### config.mk
export PLATFORM = sky130hd
export DESIGN_NAME = i2c_master_event_sequencer
export DESIGN_NICKNAME = d
export VERILOG_FILES = /design/src/hdl/i2cms_pkg.sv /design/src/hdl/i2c_master_event_sequencer.sv /design/src/hdl/i2cms_step.sv
export SDC_FILE = /design/constraint.sdc
export NUM_CORES = 1
export LEC_CHECK = 0
export BUFFER_PORTS_ARGS = -buffer_cell sky130_fd_sc_hd__buf_4
export CAP_MARGIN = 20
export CORE_ASPECT_RATIO = 0.8
export CORE_MARGIN = 8
export CORE_UTILIZATION = 50
export DETAILED_ROUTE_END_ITERATION = 6
export PLACE_DENSITY = 0.71
export SLEW_MARGIN = 40
export SYNTH_ARGS = -nofsm -noshare
export SYNTH_HDL_FRONTEND = slang
export SYNTH_SLANG_ARGS = --single-unit
### constraint.sdc
create_clock -name clk_i -period 5.11 [get_ports clk_i]
set_input_delay 0.7665 -clock clk_i [delete_from_list [all_inputs] [get_ports clk_i]]
set_output_delay 0.7665 -clock clk_i [all_outputs]
set_load 0.02 [all_outputs]
### src/hdl/i2cms_pkg.sv
// Shared types and constants for the I2C master event sequencer.
// No dependencies; imported by i2cms_step and i2c_master_event_sequencer.
package i2cms_pkg;

  typedef enum logic [1:0] {
    ST_READY = 2'd0,
    ST_SEND  = 2'd1,
    ST_RECV  = 2'd2
  } xfer_state_e;

  typedef enum logic {
    OP_START = 1'b0,
    OP_EVENT = 1'b1
  } op_e;

  // Bit positions in status_flags.
  localparam int unsigned FlgStartSent = 0;
  localparam int unsigned FlgAddrSent  = 1;
  localparam int unsigned FlgByteDone  = 2;
  localparam int unsigned FlgStop      = 3;
  localparam int unsigned FlgTxEmpty   = 4;
  localparam int unsigned FlgRxFull    = 5;

  // Bit positions in the events mask.
  localparam int unsigned EvTxDone   = 0;
  localparam int unsigned EvStop     = 1;
  localparam int unsigned EvRxDone   = 2;
  localparam int unsigned EvDataReq  = 3;
  localparam int unsigned EvDataSent = 4;

  typedef struct packed {
    logic       op;
    logic       direction;
    logic [6:0] slave_address;
    logic [15:0] transfer_length;
    logic       repeat_start;
    logic [5:0] status_flags;
    logic       master_mode;
    logic       transmitter;
    logic [7:0] rx_data;
    logic [7:0] tx_data;
  } item_t;

  // Transfer control state apart from the byte counters.
  typedef struct packed {
    xfer_state_e xfer_state;
    logic [6:0]  target_addr;
    logic        hold_bus;
    logic        ack_bit;
    logic        irq_on;
  } xfer_ctl_t;

  typedef struct packed {
    logic [1:0] prior_state;
    logic       dr_write;
    logic [7:0] dr_value;
    logic       tx_byte_used;
    logic       rx_valid;
    logic [7:0] rx_byte;
    logic       gen_start;
    logic       gen_stop;
    logic       addr_clear;
    logic       ack_enable;
    logic       irq_enable;
    logic [4:0] events;
  } result_t;

endpackage

### src/hdl/i2c_master_event_sequencer.sv
// Top level of the I2C master event sequencer: input register, transfer
// state, result register. Depends on i2cms_pkg and i2cms_step.
//
// Usage: the driver offers start and event beats on the in_* channel
// (valid/ready). A start beat (op 0) latches direction, address, length and
// repeat-start when the sequencer is ready and is dropped otherwise. An event
// beat (op 1) carries the peripheral status flags and data bytes. Every
// accepted beat yields exactly one result beat on the out_* channel with the
// driver actions and a notice mask.
// An accepted beat moves from the input register through the combinational
// transfer-state update into the result register, which drives the outputs.
// Throughput is one beat per cycle while the receiver takes results. When the
// receiver stalls, the result register holds and the input register keeps one
// more beat; in_ready_o drops once both are full. Write ack_default through
// cfg_we_i/cfg_wdata_i only while no beat is in flight; the sequencer does not
// enforce this. Reset brings the sequencer to ready with both counters at zero,
// interrupts off, acknowledge on and ack_default at one.
module i2c_master_event_sequencer #(
  parameter int unsigned LEN_WIDTH = 16
) (
  input  logic        clk_i,
  input  logic        rst_ni,
  input  logic        cfg_we_i,
  input  logic        cfg_wdata_i,
  input  logic        in_valid_i,
  output logic        in_ready_o,
  input  logic        op_i,
  input  logic        direction_i,
  input  logic [6:0]  slave_address_i,
  input  logic [15:0] transfer_length_i,
  input  logic        repeat_start_i,
  input  logic [5:0]  status_flags_i,
  input  logic        master_mode_i,
  input  logic        transmitter_i,
  input  logic [7:0]  rx_data_i,
  input  logic [7:0]  tx_data_i,
  output logic        out_valid_o,
  input  logic        out_ready_i,
  output logic [1:0]  prior_state_o,
  output logic        dr_write_o,
  output logic [7:0]  dr_value_o,
  output logic        tx_byte_used_o,
  output logic        rx_valid_o,
  output logic [7:0]  rx_byte_o,
  output logic        gen_start_o,
  output logic        gen_stop_o,
  output logic        addr_clear_o,
  output logic        ack_enable_o,
  output logic        irq_enable_o,
  output logic [4:0]  events_o
);
  import i2cms_pkg::*;

  logic                 ack_default_q;
  logic                 s1_valid_q;
  item_t                s1_item_q;
  logic                 out_valid_q;
  result_t              res_q;
  xfer_ctl_t            ctl_q, ctl_d;
  logic [LEN_WIDTH-1:0] tx_left_q, tx_left_d;
  logic [LEN_WIDTH-1:0] rx_left_q, rx_left_d;
  result_t              res_d;
  logic                 advance;
  logic                 in_fire;

  assign advance    = s1_valid_q && (!out_valid_q || out_ready_i);
  assign in_ready_o = !s1_valid_q || advance;
  assign in_fire    = in_valid_i && in_ready_o;

  i2cms_step #(
    .LEN_WIDTH(LEN_WIDTH)
  ) u_step (
    .item_i       (s1_item_q),
    .ctl_i        (ctl_q),
    .tx_left_i    (tx_left_q),
    .rx_left_i    (rx_left_q),
    .ack_default_i(ack_default_q),
    .ctl_o        (ctl_d),
    .tx_left_o    (tx_left_d),
    .rx_left_o    (rx_left_d),
    .res_o        (res_d)
  );

  always_ff @(posedge clk_i or negedge rst_ni) begin
    if (!rst_ni) begin
      ack_default_q <= 1'b1;
    end else if (cfg_we_i) begin
      ack_default_q <= cfg_wdata_i;
    end
  end

  always_ff @(posedge clk_i or negedge rst_ni) begin
    if (!rst_ni) begin
      s1_valid_q  <= 1'b0;
      out_valid_q <= 1'b0;
      ctl_q       <= '{xfer_state: ST_READY, target_addr: '0, hold_bus: 1'b0,
                       ack_bit: 1'b1, irq_on: 1'b0};
      tx_left_q   <= '0;
      rx_left_q   <= '0;
    end else begin
      if (in_fire) begin
        s1_valid_q <= 1'b1;
      end else if (advance) begin
        s1_valid_q <= 1'b0;
      end
      if (advance) begin
        out_valid_q <= 1'b1;
        ctl_q       <= ctl_d;
        tx_left_q   <= tx_left_d;
        rx_left_q   <= rx_left_d;
      end else if (out_ready_i) begin
        out_valid_q <= 1'b0;
      end
    end
  end

  always_ff @(posedge clk_i) begin
    if (in_fire) begin
      s1_item_q <= '{op: op_i, direction: direction_i, slave_address: slave_address_i,
                     transfer_length: transfer_length_i, repeat_start: repeat_start_i,
                     status_flags: status_flags_i, master_mode: master_mode_i,
                     transmitter: transmitter_i, rx_data: rx_data_i, tx_data: tx_data_i};
    end
    if (advance) begin
      res_q <= res_d;
    end
  end

  assign out_valid_o    = out_valid_q;
  assign prior_state_o  = res_q.prior_state;
  assign dr_write_o     = res_q.dr_write;
  assign dr_value_o     = res_q.dr_value;
  assign tx_byte_used_o = res_q.tx_byte_used;
  assign rx_valid_o     = res_q.rx_valid;
  assign rx_byte_o      = res_q.rx_byte;
  assign gen_start_o    = res_q.gen_start;
  assign gen_stop_o     = res_q.gen_stop;
  assign addr_clear_o   = res_q.addr_clear;
  assign ack_enable_o   = res_q.ack_enable;
  assign irq_enable_o   = res_q.irq_enable;
  assign events_o       = res_q.events;

  // A start condition is only requested out of the ready state.
  a_start_from_ready: assert property (@(posedge clk_i) disable iff (!rst_ni)
    out_valid_o && gen_start_o |-> prior_state_o == ST_READY)
    else $error("start requested while busy");

  // Received bytes are only delivered during a receive.
  a_rx_in_recv: assert property (@(posedge clk_i) disable iff (!rst_ni)
    out_valid_o && rx_valid_o |-> prior_state_o == ST_RECV)
    else $error("received byte outside a receive");

  // A consumed transmit byte always goes to the data register.
  a_used_writes_dr: assert property (@(posedge clk_i) disable iff (!rst_ni)
    out_valid_o && tx_byte_used_o |-> dr_write_o)
    else $error("transmit byte consumed without a data register write");

  // The transfer state only moves when a beat passes into the result register.
  a_state_moves_on_advance: assert property (@(posedge clk_i) disable iff (!rst_ni)
    !advance |=> $stable(ctl_q) && $stable(tx_left_q) && $stable(rx_left_q))
    else $error("transfer state changed without a beat");

endmodule

### src/hdl/i2cms_step.sv
// Combinational handling of one beat: next transfer state and the result.
// Depends on i2cms_pkg.
module i2cms_step #(
  parameter int unsigned LEN_WIDTH = 16
) (
  input  i2cms_pkg::item_t     item_i,
  input  i2cms_pkg::xfer_ctl_t ctl_i,
  input  logic [LEN_WIDTH-1:0] tx_left_i,
  input  logic [LEN_WIDTH-1:0] rx_left_i,
  input  logic                 ack_default_i,
  output i2cms_pkg::xfer_ctl_t ctl_o,
  output logic [LEN_WIDTH-1:0] tx_left_o,
  output logic [LEN_WIDTH-1:0] rx_left_o,
  output i2cms_pkg::result_t   res_o
);
  import i2cms_pkg::*;

  localparam logic [LEN_WIDTH-1:0] One = LEN_WIDTH'(1);

  logic [31:0]          len_ext;
  logic [LEN_WIDTH-1:0] len;

  assign len_ext = {16'b0, item_i.transfer_length};
  assign len     = len_ext[LEN_WIDTH-1:0];

  always_comb begin
    xfer_ctl_t            c;
    logic [LEN_WIDTH-1:0] tx;
    logic [LEN_WIDTH-1:0] rx;
    result_t              r;

    c  = ctl_i;
    tx = tx_left_i;
    rx = rx_left_i;
    r  = '0;
    r.prior_state = ctl_i.xfer_state;

    if (item_i.op == OP_START) begin
      // A start while busy is dropped.
      if (c.xfer_state == ST_READY) begin
        c.target_addr = item_i.slave_address;
        c.hold_bus    = item_i.repeat_start;
        if (item_i.direction) begin
          rx           = len;
          c.xfer_state = ST_RECV;
        end else begin
          tx           = len;
          c.xfer_state = ST_SEND;
        end
        r.gen_start = 1'b1;
        c.irq_on    = 1'b1;
      end
    end else begin
      if (item_i.status_flags[FlgStartSent]) begin
        if (c.xfer_state == ST_SEND) begin
          r.dr_write = 1'b1;
          r.dr_value = {c.target_addr, 1'b0};
        end else if (c.xfer_state == ST_RECV) begin
          r.dr_write = 1'b1;
          r.dr_value = {c.target_addr, 1'b1};
        end
      end
      if (item_i.status_flags[FlgAddrSent]) begin
        // A single-byte read must NACK its only byte.
        if (c.xfer_state == ST_RECV && rx == One) c.ack_bit = 1'b0;
        r.addr_clear = 1'b1;
      end
      if (item_i.status_flags[FlgByteDone]) begin
        if (c.xfer_state == ST_SEND && tx == '0) begin
          if (!c.hold_bus) r.gen_stop = 1'b1;
          c.irq_on     = 1'b0;
          c.xfer_state = ST_READY;
          tx           = '0;
          r.events[EvTxDone] = 1'b1;
        end
      end
      if (item_i.status_flags[FlgStop]) r.events[EvStop] = 1'b1;
      if (item_i.status_flags[FlgTxEmpty]) begin
        if (item_i.master_mode) begin
          if (c.xfer_state == ST_SEND && tx != '0) begin
            r.dr_write     = 1'b1;
            r.dr_value     = item_i.tx_data;
            r.tx_byte_used = 1'b1;
            tx             = tx - One;
            if (tx == '0) begin
              if (!c.hold_bus) r.gen_stop = 1'b1;
              c.irq_on     = 1'b0;
              c.xfer_state = ST_READY;
            end
          end
          if (tx == '0) r.events[EvTxDone] = 1'b1;
        end else if (item_i.transmitter) begin
          r.events[EvDataReq] = 1'b1;
        end
      end
      if (item_i.status_flags[FlgRxFull]) begin
        if (item_i.master_mode) begin
          if (c.xfer_state == ST_RECV) begin
            if (rx == One) begin
              r.gen_stop = 1'b1;
              r.rx_valid = 1'b1;
              r.rx_byte  = item_i.rx_data;
              rx         = '0;
            end else if (rx != '0) begin
              r.rx_valid = 1'b1;
              r.rx_byte  = item_i.rx_data;
              rx         = rx - One;
              if (rx == One) c.ack_bit = 1'b0;
            end
          end
          // An empty receive counter closes the receive whatever the state.
          if (rx == '0) begin
            c.irq_on     = 1'b0;
            c.xfer_state = ST_READY;
            c.ack_bit    = ack_default_i;
            r.events[EvRxDone] = 1'b1;
          end
        end else if (item_i.transmitter) begin
          r.events[EvDataSent] = 1'b1;
        end
      end
    end

    r.ack_enable = c.ack_bit;
    r.irq_enable = c.irq_on;

    ctl_o     = c;
    tx_left_o = tx;
    rx_left_o = rx;
    res_o     = r;
  end

endmodule
* Word level (Yosys, flattened, before mapping)
Index checks and enable logic that the tools add are counted.
** Word-level totals
- Bits in registers :: 128
- Output and inout bits :: 33
- Word-level logic and storage cells :: 166
** Cells by class
- $add $sub $neg :: 2
- Equal/unequal tests :: 9
- Multiplexer cells :: 90
- Bitwise operators :: 1
- Reductions and logical operators :: 29
** Operators with widths (count)
- 16-bit two-way mux :: 23
- 16-bit logical NOT :: 4
- 9-bit two-way mux :: 5
- 1-bit two-way mux :: 42
- 10-bit two-way mux :: 4
- 16-bit by 1-bit == test with 1-bit output (second input constant) :: 2
- 2-bit two-way mux :: 16
- 16-bit nonzero test :: 2
- 16-bit by 1-bit subtractor with 16-bit output (second input constant) :: 2
- 3-bit AND reduction :: 4
- 2-bit nonzero test :: 4
- 2-bit AND reduction :: 3
- 1-bit logical AND :: 5
- 5-bit AND reduction :: 1
- 2-bit by 1-bit == test with 1-bit output (second input constant) :: 2
- 2-bit == test (second input constant) :: 2
- 2-bit inequality test (second input constant) :: 2
- 4-bit AND reduction :: 1
- 1-bit logical NOT :: 2
- 2-bit logical NOT :: 1
- 1-bit logical OR :: 2
- 2-bit by 1-bit inequality test with 1-bit output (second input constant) :: 1
- 1-bit inverter :: 1

* Longest topological paths before layout
Gate-level depths: netlist of run 1.
- Depth in word-level cells :: 22
- Mapped depth :: 12

* By module
From an unflattened synthesis of run 1, not the netlist that was laid out.
** Second synthesis, totals
- Cell total of the unflattened synthesis :: 663
- Area, all modules :: 7320.8 sq um
** By module, submodules not included
- i2c_master_event_sequencer :: times used 1, cells an instance 184, area each 4364.2 sq um
- i2cms_step :: times used 1, cells an instance 479, area each 2956.6 sq um

* Least setup slack after synthesis of run 1
OpenSTA, ideal clock, no wires.
- Path kind :: flip-flop to flip-flop
- Start point :: register rx_left_q[0]
- End point :: register res_q (netlist bit ack_enable_o) (data pin)
- Arrival time :: 2.833 ns
- Path slack :: 2.016 ns
- Stages on the path, launching flop included :: 12
- Path buffers :: 1
- Cells stage by stage :: dfrtp_1 -> clkbuf_1 -> inv_1 -> ha_1 -> or3b_2 -> or4_4 -> a32oi_1 -> nand4_1 -> or3_1 -> nand3_1 -> a21oi_1 -> a311o_1
** RTL lines
- start: declaration :: line i2c_master_event_sequencer.sv:61 : logic [LEN_WIDTH-1:0] rx_left_q, rx_left_d;
- start signal: assignment :: line i2c_master_event_sequencer.sv:110 : rx_left_q <= rx_left_d;
- end signal: assignment :: line i2c_master_event_sequencer.sv:125 : res_q <= res_d;
- end: declaration :: line i2c_master_event_sequencer.sv:58 : result_t res_q;

==> run metrics, run 1 <==
DIE AREA=0.0169 mm2; crit-path cells=inv_1, ha_1, or3b_2, or4_4, a32oi_1, nor2_1, o21ai_0, nand3_1, nor4_4, a311o_1; first-pass GRT wire length=around 28000 um; Slowest-stage cell, CP=or3b_2; largest net degree at the start of global routing=52; initial antenna violation count=0; leakage power=between 0.002 and 0.003 uW; Final #Nets=roughly 730; 1st-pass router iterations=7; MaxCap Viol Count=0; Switching Share=29.9%; via count=5195; Initial DRC Count=568; layout cells sized above 1=24.5%; Placed Cells=between 800 and 900; starting density of the core=about 50%; Worst setup SP type=register; fin crit period=approximately 3600 ps; CTS H-tree depth=4; register area share after synthesis=55.5%; Flop pwr share=between 40% and 50%; WP data required=5390 ps; setup tns final=0 ps; DRT antenna net count=0; GP Congestion=roughly 0.96; clk slew on worst S/H paths=roughly 60 ps; total grt overflow=0; antenna cells=0; Fin. Hold Viols=0; max-slew violations=0; CTS buffer count=17; worst skew pair latency=420 ps; clock skew=roughly 7.2 ps; hold_buf cts=0; num ports=89; Via-to-Cell Ratio=between 6 and 7; Final setup viols=0; crit path kind=register to register; core area=roughly 0.013 mm2; dominant synthesized flop cell=edfxtp_1; Hold WC Path Type=input port to async pin; Comb pwr share=about 17%; CTS tree=built; period utilisation layout=roughly 71%; Clock Tree Buf Depth=2; Synthesis Warnings=0; Mapped Cells=roughly 590; DRC violations left=0; port buffer count=88; number of post-CTS setup repair buffers=0; clock sinks=128; FP Rows=37; Sw Pwr=around 960 uW; Syn Area/Cell=between 10 and 15 um2; Max VDD drop=approximately 0.28 mV; post-CTS resize count=0; synth-to-layout area growth=20.9%; slowest cell delay on critical path=around 640 ps; DR top layer=met4; final cell count without fillers=848; syn_nets=653; Crit. End Element=register; run status=finished, final reports clean; number of flops mapped to enable cells by yosys=81; post-synth cell types=83; WL final=around 18000 um; CP Max Fanout=14; commonest non-fill, non-tap cell in the layout=buf_4; Worst Max-Slew Pin Slew=approximately 860 ps; FMAX=276 MHz; FF+latch count, synth=approximately 130; Root Buffer=clkbuf_16; routed length on met2=8480 um; Netlist Area Pre-Place=approximately 0.0065 mm2; Die Wd=~140 um; worst rel slew slack=42.9%; vias in the first global route=approximately 5000; DP Wirelength=12700 um; PwrDens=roughly 400 mW/mm2; WL met1=8200 um; Clk pwr share=38.6%; Arr. time, crit path=about 3900 ps; RSZ-0062 raised after global routing=false; most frequent cells in the layout=93 x buf_4, 81 x edfxtp_1, 55 x nand2_1; FFs w/ async S/R, synth=between 30% and 40%; routed len/inst=about 21 um; GRT Overall Usage=between 20% and 30%; DIE HEIGHT=between 100 and 150 um; met3 wire len=~1300 um; Cell Int Power=between 2000 and 2500 uW
cells by family after synthesis:
| family | count (synthesis) | synth area share [%] |
|---|---|---|
| fa+ha+maj | 9 | 1.73 |
| mux | 9 | 1.56 |
| simple gates | 217 | 18.9 |
| compound gates | 166 | 17.8 |
| xor+xnor | 8 | 1.08 |
| buf+inv | 51 | 3.46 |
| flops | 128 | 55.5 |
flip-flops by register name (all words and copies together), names as in the netlist:
register / cells
addr_clear_o: 1
ack_default_q: 1
ack_enable_o: 1
tx_left_q: 16
dr_value_o: 8
rx_byte_o: 8
out_valid_o: 1
tx_byte_used_o: 1
rx_valid_o: 1
prior_state_o: 2
s1_item_q: 50
ctl_q: 12
events_o: 5
s1_valid_q: 1
irq_enable_o: 1
gen_stop_o: 1
dr_write_o: 1
rx_left_q: 16
gen_start_o: 1
routing by layer:
layer  global-route usage (%)  vias to the layer above
li1                         -                     2384
met2                     33.0                      219
met4                     6.23                        0
met5                        0                        -
met3                     4.95                       17
met1                     30.6                     2575
worst max-delay path: cells and delay by family, from the launching register on:
kind | cells | cell delay [ps]
AND/OR/NAND/NOR | 5 | 1800
AO/OA/AOI/OAI | 3 | 700
flip-flops | 1 | 520
adder cells (fa/ha/maj) | 1 | 300
buffers and inverters | 1 | 150
power by group through the flow:
stage	registers (uW)	logic, uW	clock network (uW)
6_report	1440	547	1250
5_1_grt	1460	594	1310
4_1_cts	1430	543	1260
3_5_place_dp	1450	539	0
3_3_place_gp	1440	536	0
2_1_floorplan	1370	421	0
synthesized netlist by cell type (3+ instances only):
| master | number | area, um2 |
|---|---|---|
| or3_1 | 8 | 50.1 |
| edfxtp_1 | 81 | 2430 |
| xor2_1 | 4 | 35.0 |
| o31a_1 | 3 | 26.3 |
| or4_1 | 6 | 45.0 |
| inv_1 | 10 | 37.5 |
| clkbuf_1 | 28 | 105 |
| nor2b_1 | 5 | 31.3 |
| a21o_1 | 8 | 60.1 |
| mux2_2 | 9 | 101 |
| o22a_1 | 14 | 123 |
| nand4_1 | 6 | 37.5 |
| o21ai_0 | 34 | 170 |
| a22oi_1 | 10 | 75.1 |
| nor3b_1 | 3 | 22.5 |
| nor3_1 | 15 | 75.1 |
| o31ai_1 | 4 | 30.0 |
| buf_6 | 3 | 33.8 |
| a41oi_1 | 3 | 26.3 |
| buf_2 | 6 | 30.0 |
| a211oi_1 | 7 | 52.6 |
| nor4b_1 | 3 | 26.3 |
| nor2_1 | 40 | 150 |
| a21oi_1 | 36 | 180 |
| nor4_1 | 9 | 56.3 |
| nand3_1 | 19 | 95.1 |
| ha_1 | 9 | 113 |
| nand2b_1 | 6 | 37.5 |
| nand2_1 | 55 | 206 |
| and3_1 | 4 | 25.0 |
| nor4bb_1 | 3 | 30.0 |
| and2_1 | 14 | 87.6 |
| xnor2_1 | 4 | 35.0 |
| a31oi_1 | 13 | 81.3 |
| dfrtp_1 | 45 | 1130 |
worst paths after layout:
path                               start  slack [ps]            to  cells past startpoint
setup / recovery            rx_left_q[0]        1490  ack_enable_o                     10
hold / removal                    rst_ni         390  tx_left_q[6]                      1
setup reg to reg            rx_left_q[0]        1490  ack_enable_o                     10
hold reg to reg            s1_item_q[47]         480      ctl_q[9]                      1
max in group asynchronous         rst_ni        4270  rx_left_q[0]                      1
min in group clk_i         s1_item_q[47]         480      ctl_q[9]                      1
metrics by stage:
step	area (um2)	setup WS, ps	total power (uW)	hold WS (ps)	utilization (%)
detailed placement	7240	1560	1990	470	56.6
finish	7860	1490	3230	387	61.5
global route	7860	1290	3360	433	61.5
CTS	7850	1540	3230	401	61.4
global placement	7240	1640	1980	462	56.6
floorplan	6500	2020	1790	455	-
layout make-up:
| type | instances | area, um2 |
|---|---|---|
| clock buffers | 17 | 425 |
| clock inverters | 15 | 185 |
| fillers | 1053 | 4910 |
| inverters | 11 | 41.3 |
| multi-input cells | 409 | 2680 |
| flip-flops and latches | 128 | 3610 |
| well taps | 175 | 219 |
| repair buffers | 93 | 698 |
(Power assumes the default switching activity.)
==> run 2, diff against run 1 <==
Settings changed: ABC_AREA set to 1, PLACE_DENSITY 0.71 to 0.74.
Clock period 5.11 ns to 3.05 ns, I/O delays scaled along.
==> run 2 against run 1 <==
Effect of this change:
- sequential power grew 94%
- total power up 120%
- routed wire length about the same
- global-route usage is 0.064 points lower
- sequential share of layout area down 1.1 points
- synthesized cell count increased by 29%
- first-iteration DRC count decreased by 17%
- critical path type unchanged
- critical endpoint is now irq_enable_o
==> run metrics, run 2 <==
top flop regs=s1_item_q x50, rx_left_q x16, tx_left_q x16 (unchanged); post-synth cell types=38 (was 83); Final #Nets=922 (was 725); Reg2Reg Setup Slack=310 ps (was 1490 ps); largest net degree at the start of global routing=48 (was 52); register area share after synthesis=54.5% (was 55.5%); Clk pwr share=26.5% (was 38.6%); initial antenna violation count=0 (unchanged); setup tns final=0 ps (unchanged); Worst Max-Slew Pin Slew=651 ps (was 857 ps); via count=5662 (was 5195); MaxCap Viol Count=0 (unchanged); Synth Area in Simple Gates=26.2% (was 18.9%); FF+latch count, synth=128 (unchanged); hold_buf cts=0 (unchanged); Placed Cells=1013 (was 816); commonest non-fill, non-tap cell in the layout=nand2_1 (was buf_4); Mapped Cells=758 (was 588); PwrDens=880 mW/mm2 (was 411 mW/mm2); RSZ-0062 raised after global routing=false (unchanged); layout cells sized above 1=20.2% (was 24.5%); FMAX=364 MHz (was 276 MHz); WL final=18200 um (about the same); filler instances=1076 (was 1053); Worst Setup SP=rx_left_q[0] (unchanged); Clock Tree Buf Depth=2 (unchanged); port buffer count=88 (unchanged); run status=finished, final reports clean (unchanged); DRT antenna net count=0 (unchanged); Arr. time, crit path=2910 ps (was 3900 ps); Crit path top cell by count=nand2_1; Synth area leader=edfxtp_1 (unchanged); Hold WC Path Type=input port to async pin (unchanged); WP data required=3220 ps (was 5390 ps); number of flops mapped to enable cells by yosys=81 (unchanged); max-slew violations=0 (unchanged); num ports=89 (unchanged); antenna cells=0 (unchanged); GP Congestion=0.962 (was 0.964); starting density of the core=51.3% (was 50.9%); clock skew=8.81 ps (was 7.21 ps); DP Wirelength=13400 um (was 12700 um); Biggest register=s1_item_q (unchanged); Bufs and invs on worst path=3 (was 1); Flop pwr share=39.5% (was 44.5%); Initial DRC Count=469 (was 568); CTS tree=built (unchanged); Root Buffer=clkbuf_16 (unchanged); routed len/inst=17.4 um (was 21.4 um); Syn Area/Cell=8.74 um2 (was 11.1 um2); Worst setup SP type=register (unchanged); clk slew on worst S/H paths=60 ps (about the same); first-pass GRT wire length=29200 um (was 28200 um); max FFs per register=50 (unchanged); multiplexer area fraction after synthesis=1.19% (was 1.56%); DIE HEIGHT=119 um (was 118 um); syn_nets=823 (was 653); GRT Overall Usage=21.7% (was 21.8%); Die Wd=145 um (was 144 um); Crit. End Element=register (unchanged); total grt overflow=0 (unchanged); core area=0.0129 mm2 (was 0.0128 mm2); area share of the largest cell type after synthesis=36.7% (was 37.4%); Synthesis Warnings=0 (unchanged); Sw Pwr=2800 uW (was 965 uW); worst skew pair latency=410 ps (was 420 ps); crit path kind=register to register (unchanged); Switching Share=39.4% (was 29.9%); dominant synthesized flop cell=edfxtp_1 (unchanged); Fin. Hold Viols=0 (unchanged); leakage power=0.00352 uW (was 0.00295 uW); DRC violations left=0 (unchanged); CTS buffer count=17 (unchanged); Netlist Area Pre-Place=0.00663 mm2 (was 0.00650 mm2); FFs w/ async S/R, synth=36.7% (unchanged); Cell Int Power=4300 uW (was 2260 uW); Slowest-stage cell, CP=dfrtp_1 (was or3b_2); Final setup viols=0 (unchanged); crit-path cells=inv_1, ha_1, nand2_2, nor2_4, nand2_2, o21ai_0, nor2_1, nand2_1, nand2_1, nor2_1, nand2_1, nor2_2, nand2_2, inv_2, nand2_1, nand2_1, inv_1 (was inv_1, ha_1, or3b_2, or4_4, a32oi_1, nor2_1, o21ai_0, nand3_1, nor4_4, a311o_1); area of the multi-input gates=0.00263 mm2 (was 0.00268 mm2); cell with the most instances after synthesis=nand2_1 (was edfxtp_1); CTS H-tree depth=4 (unchanged); Comb pwr share=34.0% (was 17.0%); Post-Synth Adder-Cell Area=1.70% (was 1.73%); slowest cell delay on critical path=440 ps (was 640 ps); period utilisation layout=90.0% (was 70.8%); Crit path max-delay family=simple AND/OR/NAND/NOR gates (unchanged); synth-to-layout area growth=21.7% (was 20.9%); worst r2r src=rx_left_q[0] (unchanged); Max VDD drop=0.433 mV (was 0.275 mV); Storage cell area=0.00361 mm2 (unchanged); main combinational cell family by area after synthesis=simple AND/OR/NAND/NOR gates (unchanged); Compound-Gate Fraction of Synth Area=8.40% (was 17.8%); worst rel slew slack=56.6% (was 42.9%); DIE AREA=0.0172 mm2 (was 0.0169 mm2); final cell count without fillers=1045 (was 848); commonest cells in the netlist=190 x nand2_1, 120 x nor2_1, 81 x edfxtp_1 (was 81 x edfxtp_1, 55 x nand2_1, 45 x dfrtp_1); 1st-pass router iterations=5 (was 7); clock sinks=128 (unchanged); most frequent cells in the layout=190 x nand2_1, 120 x nor2_1, 103 x buf_4 (was 93 x buf_4, 81 x edfxtp_1, 55 x nand2_1); Via-to-Cell Ratio=5.42 (was 6.13); fin crit period=2740 ps (was 3620 ps); XOR/XNOR Fraction of Synth Area=2.11% (was 1.08%); vias in the first global route=5552 (was 4972); top cells by area, synth=edfxtp_1 37%, dfrtp_1 17%, nand2_1 11% (was edfxtp_1 37%, dfrtp_1 17%, nand2_1 3.2%); CP Max Fanout=14 (unchanged); FP Rows=37 (unchanged)
## run 2: changes by cell type in the layout (fill, tap and decap cells not counted), moves of 14 or more
cell / before / now
nand2_1: 55 / 190
nor2_1: 39 / 120
inv_1: 10 / 63
nand3_1: 19 / 44
a21oi_1: 36 / 12
a31oi_1: 13 / 34
o22a_1: 14 / 0
## run 2: metal layers
layer  up-vias  wire (um)  global-route usage [%]
li1       2736          -                       -
met1      2665       8340                    30.2
met2       236       8160                    33.0
met3        25       1420                    5.15
met4         0        261                    6.62
met5         -          0                       0
## run 2: area by class of cell
| type | count | area share, % |
|---|---|---|
| Clock inverter | 15 | 1.52 |
| Sequential cell | 128 | 44.8 |
| Multi-Input combinational cell | 536 | 32.6 |
| Tap cell | 175 | 2.72 |
| Clock buffer | 17 | 5.28 |
| Timing Repair Buffer | 104 | 9.84 |
| Inverter | 70 | 3.26 |
## run 2: path summary, 6_finish.rpt
check,cells after the start,end
worst max-delay path,17,irq_enable_o
worst min-delay path,1,ctl_q[3]
worst max register to register,17,irq_enable_o
worst min register to register,1,ctl_q[6]
max in group asynchronous,1,rx_left_q[15]
min in group clk_i,1,s1_item_q[34]
## run 2: repair_timing
action,in CTS,in global routing
setup endpoints to repair,0,1
gates resized for setup,0,1
buffers inserted,0,0
## run 2: power by group through the flow
stage / sequential, uW / combinational [uW] / clock, uW
2_1_floorplan: 2730 / 1720 / 0
3_3_place_gp: 2800 / 2350 / 0
3_5_place_dp: 2820 / 2380 / 0
4_1_cts: 2790 / 2390 / 1920
5_1_grt: 2870 / 2730 / 1980
6_report: 2800 / 2410 / 1880
## run 2: per-stage QoR
stage | setup WS, ps | hold slack (ps) | power [uW] | utilization (%) | instance area [um2]
global route | 65.5 | 122 | 7570 | 62.4 | 8060
global placement | 458 | 460 | 5150 | 58.2 | 7510
floorplan | 604 | 162 | 4440 | - | 6630
finish | 306 | 71.0 | 7100 | 62.4 | 8060
detailed placement | 346 | 466 | 5200 | 58.2 | 7510
CTS | 334 | 83.6 | 7110 | 62.4 | 8060
## run 2: cell families after synthesis
family          count (synthesis)
flops                         128
simple gates                  407
buf+inv                        94
mux                             7
fa+ha+maj                       9
xor+xnor                       16
compound gates                 97
## run 2: worst register-to-register path, stage by stage, from the launching register on
cell     delay, ps
dfrtp_1        440
inv_1          180
ha_1           300
nand2_2        160
nor2_4         160
nand2_2        190
o21ai_0        220
nor2_1          60
nand2_1         50
nand2_1         70
nor2_1         120
nand2_1         80
nor2_2         150
nand2_2        100
inv_2           60
nand2_1         50
nand2_1         90
inv_1           40
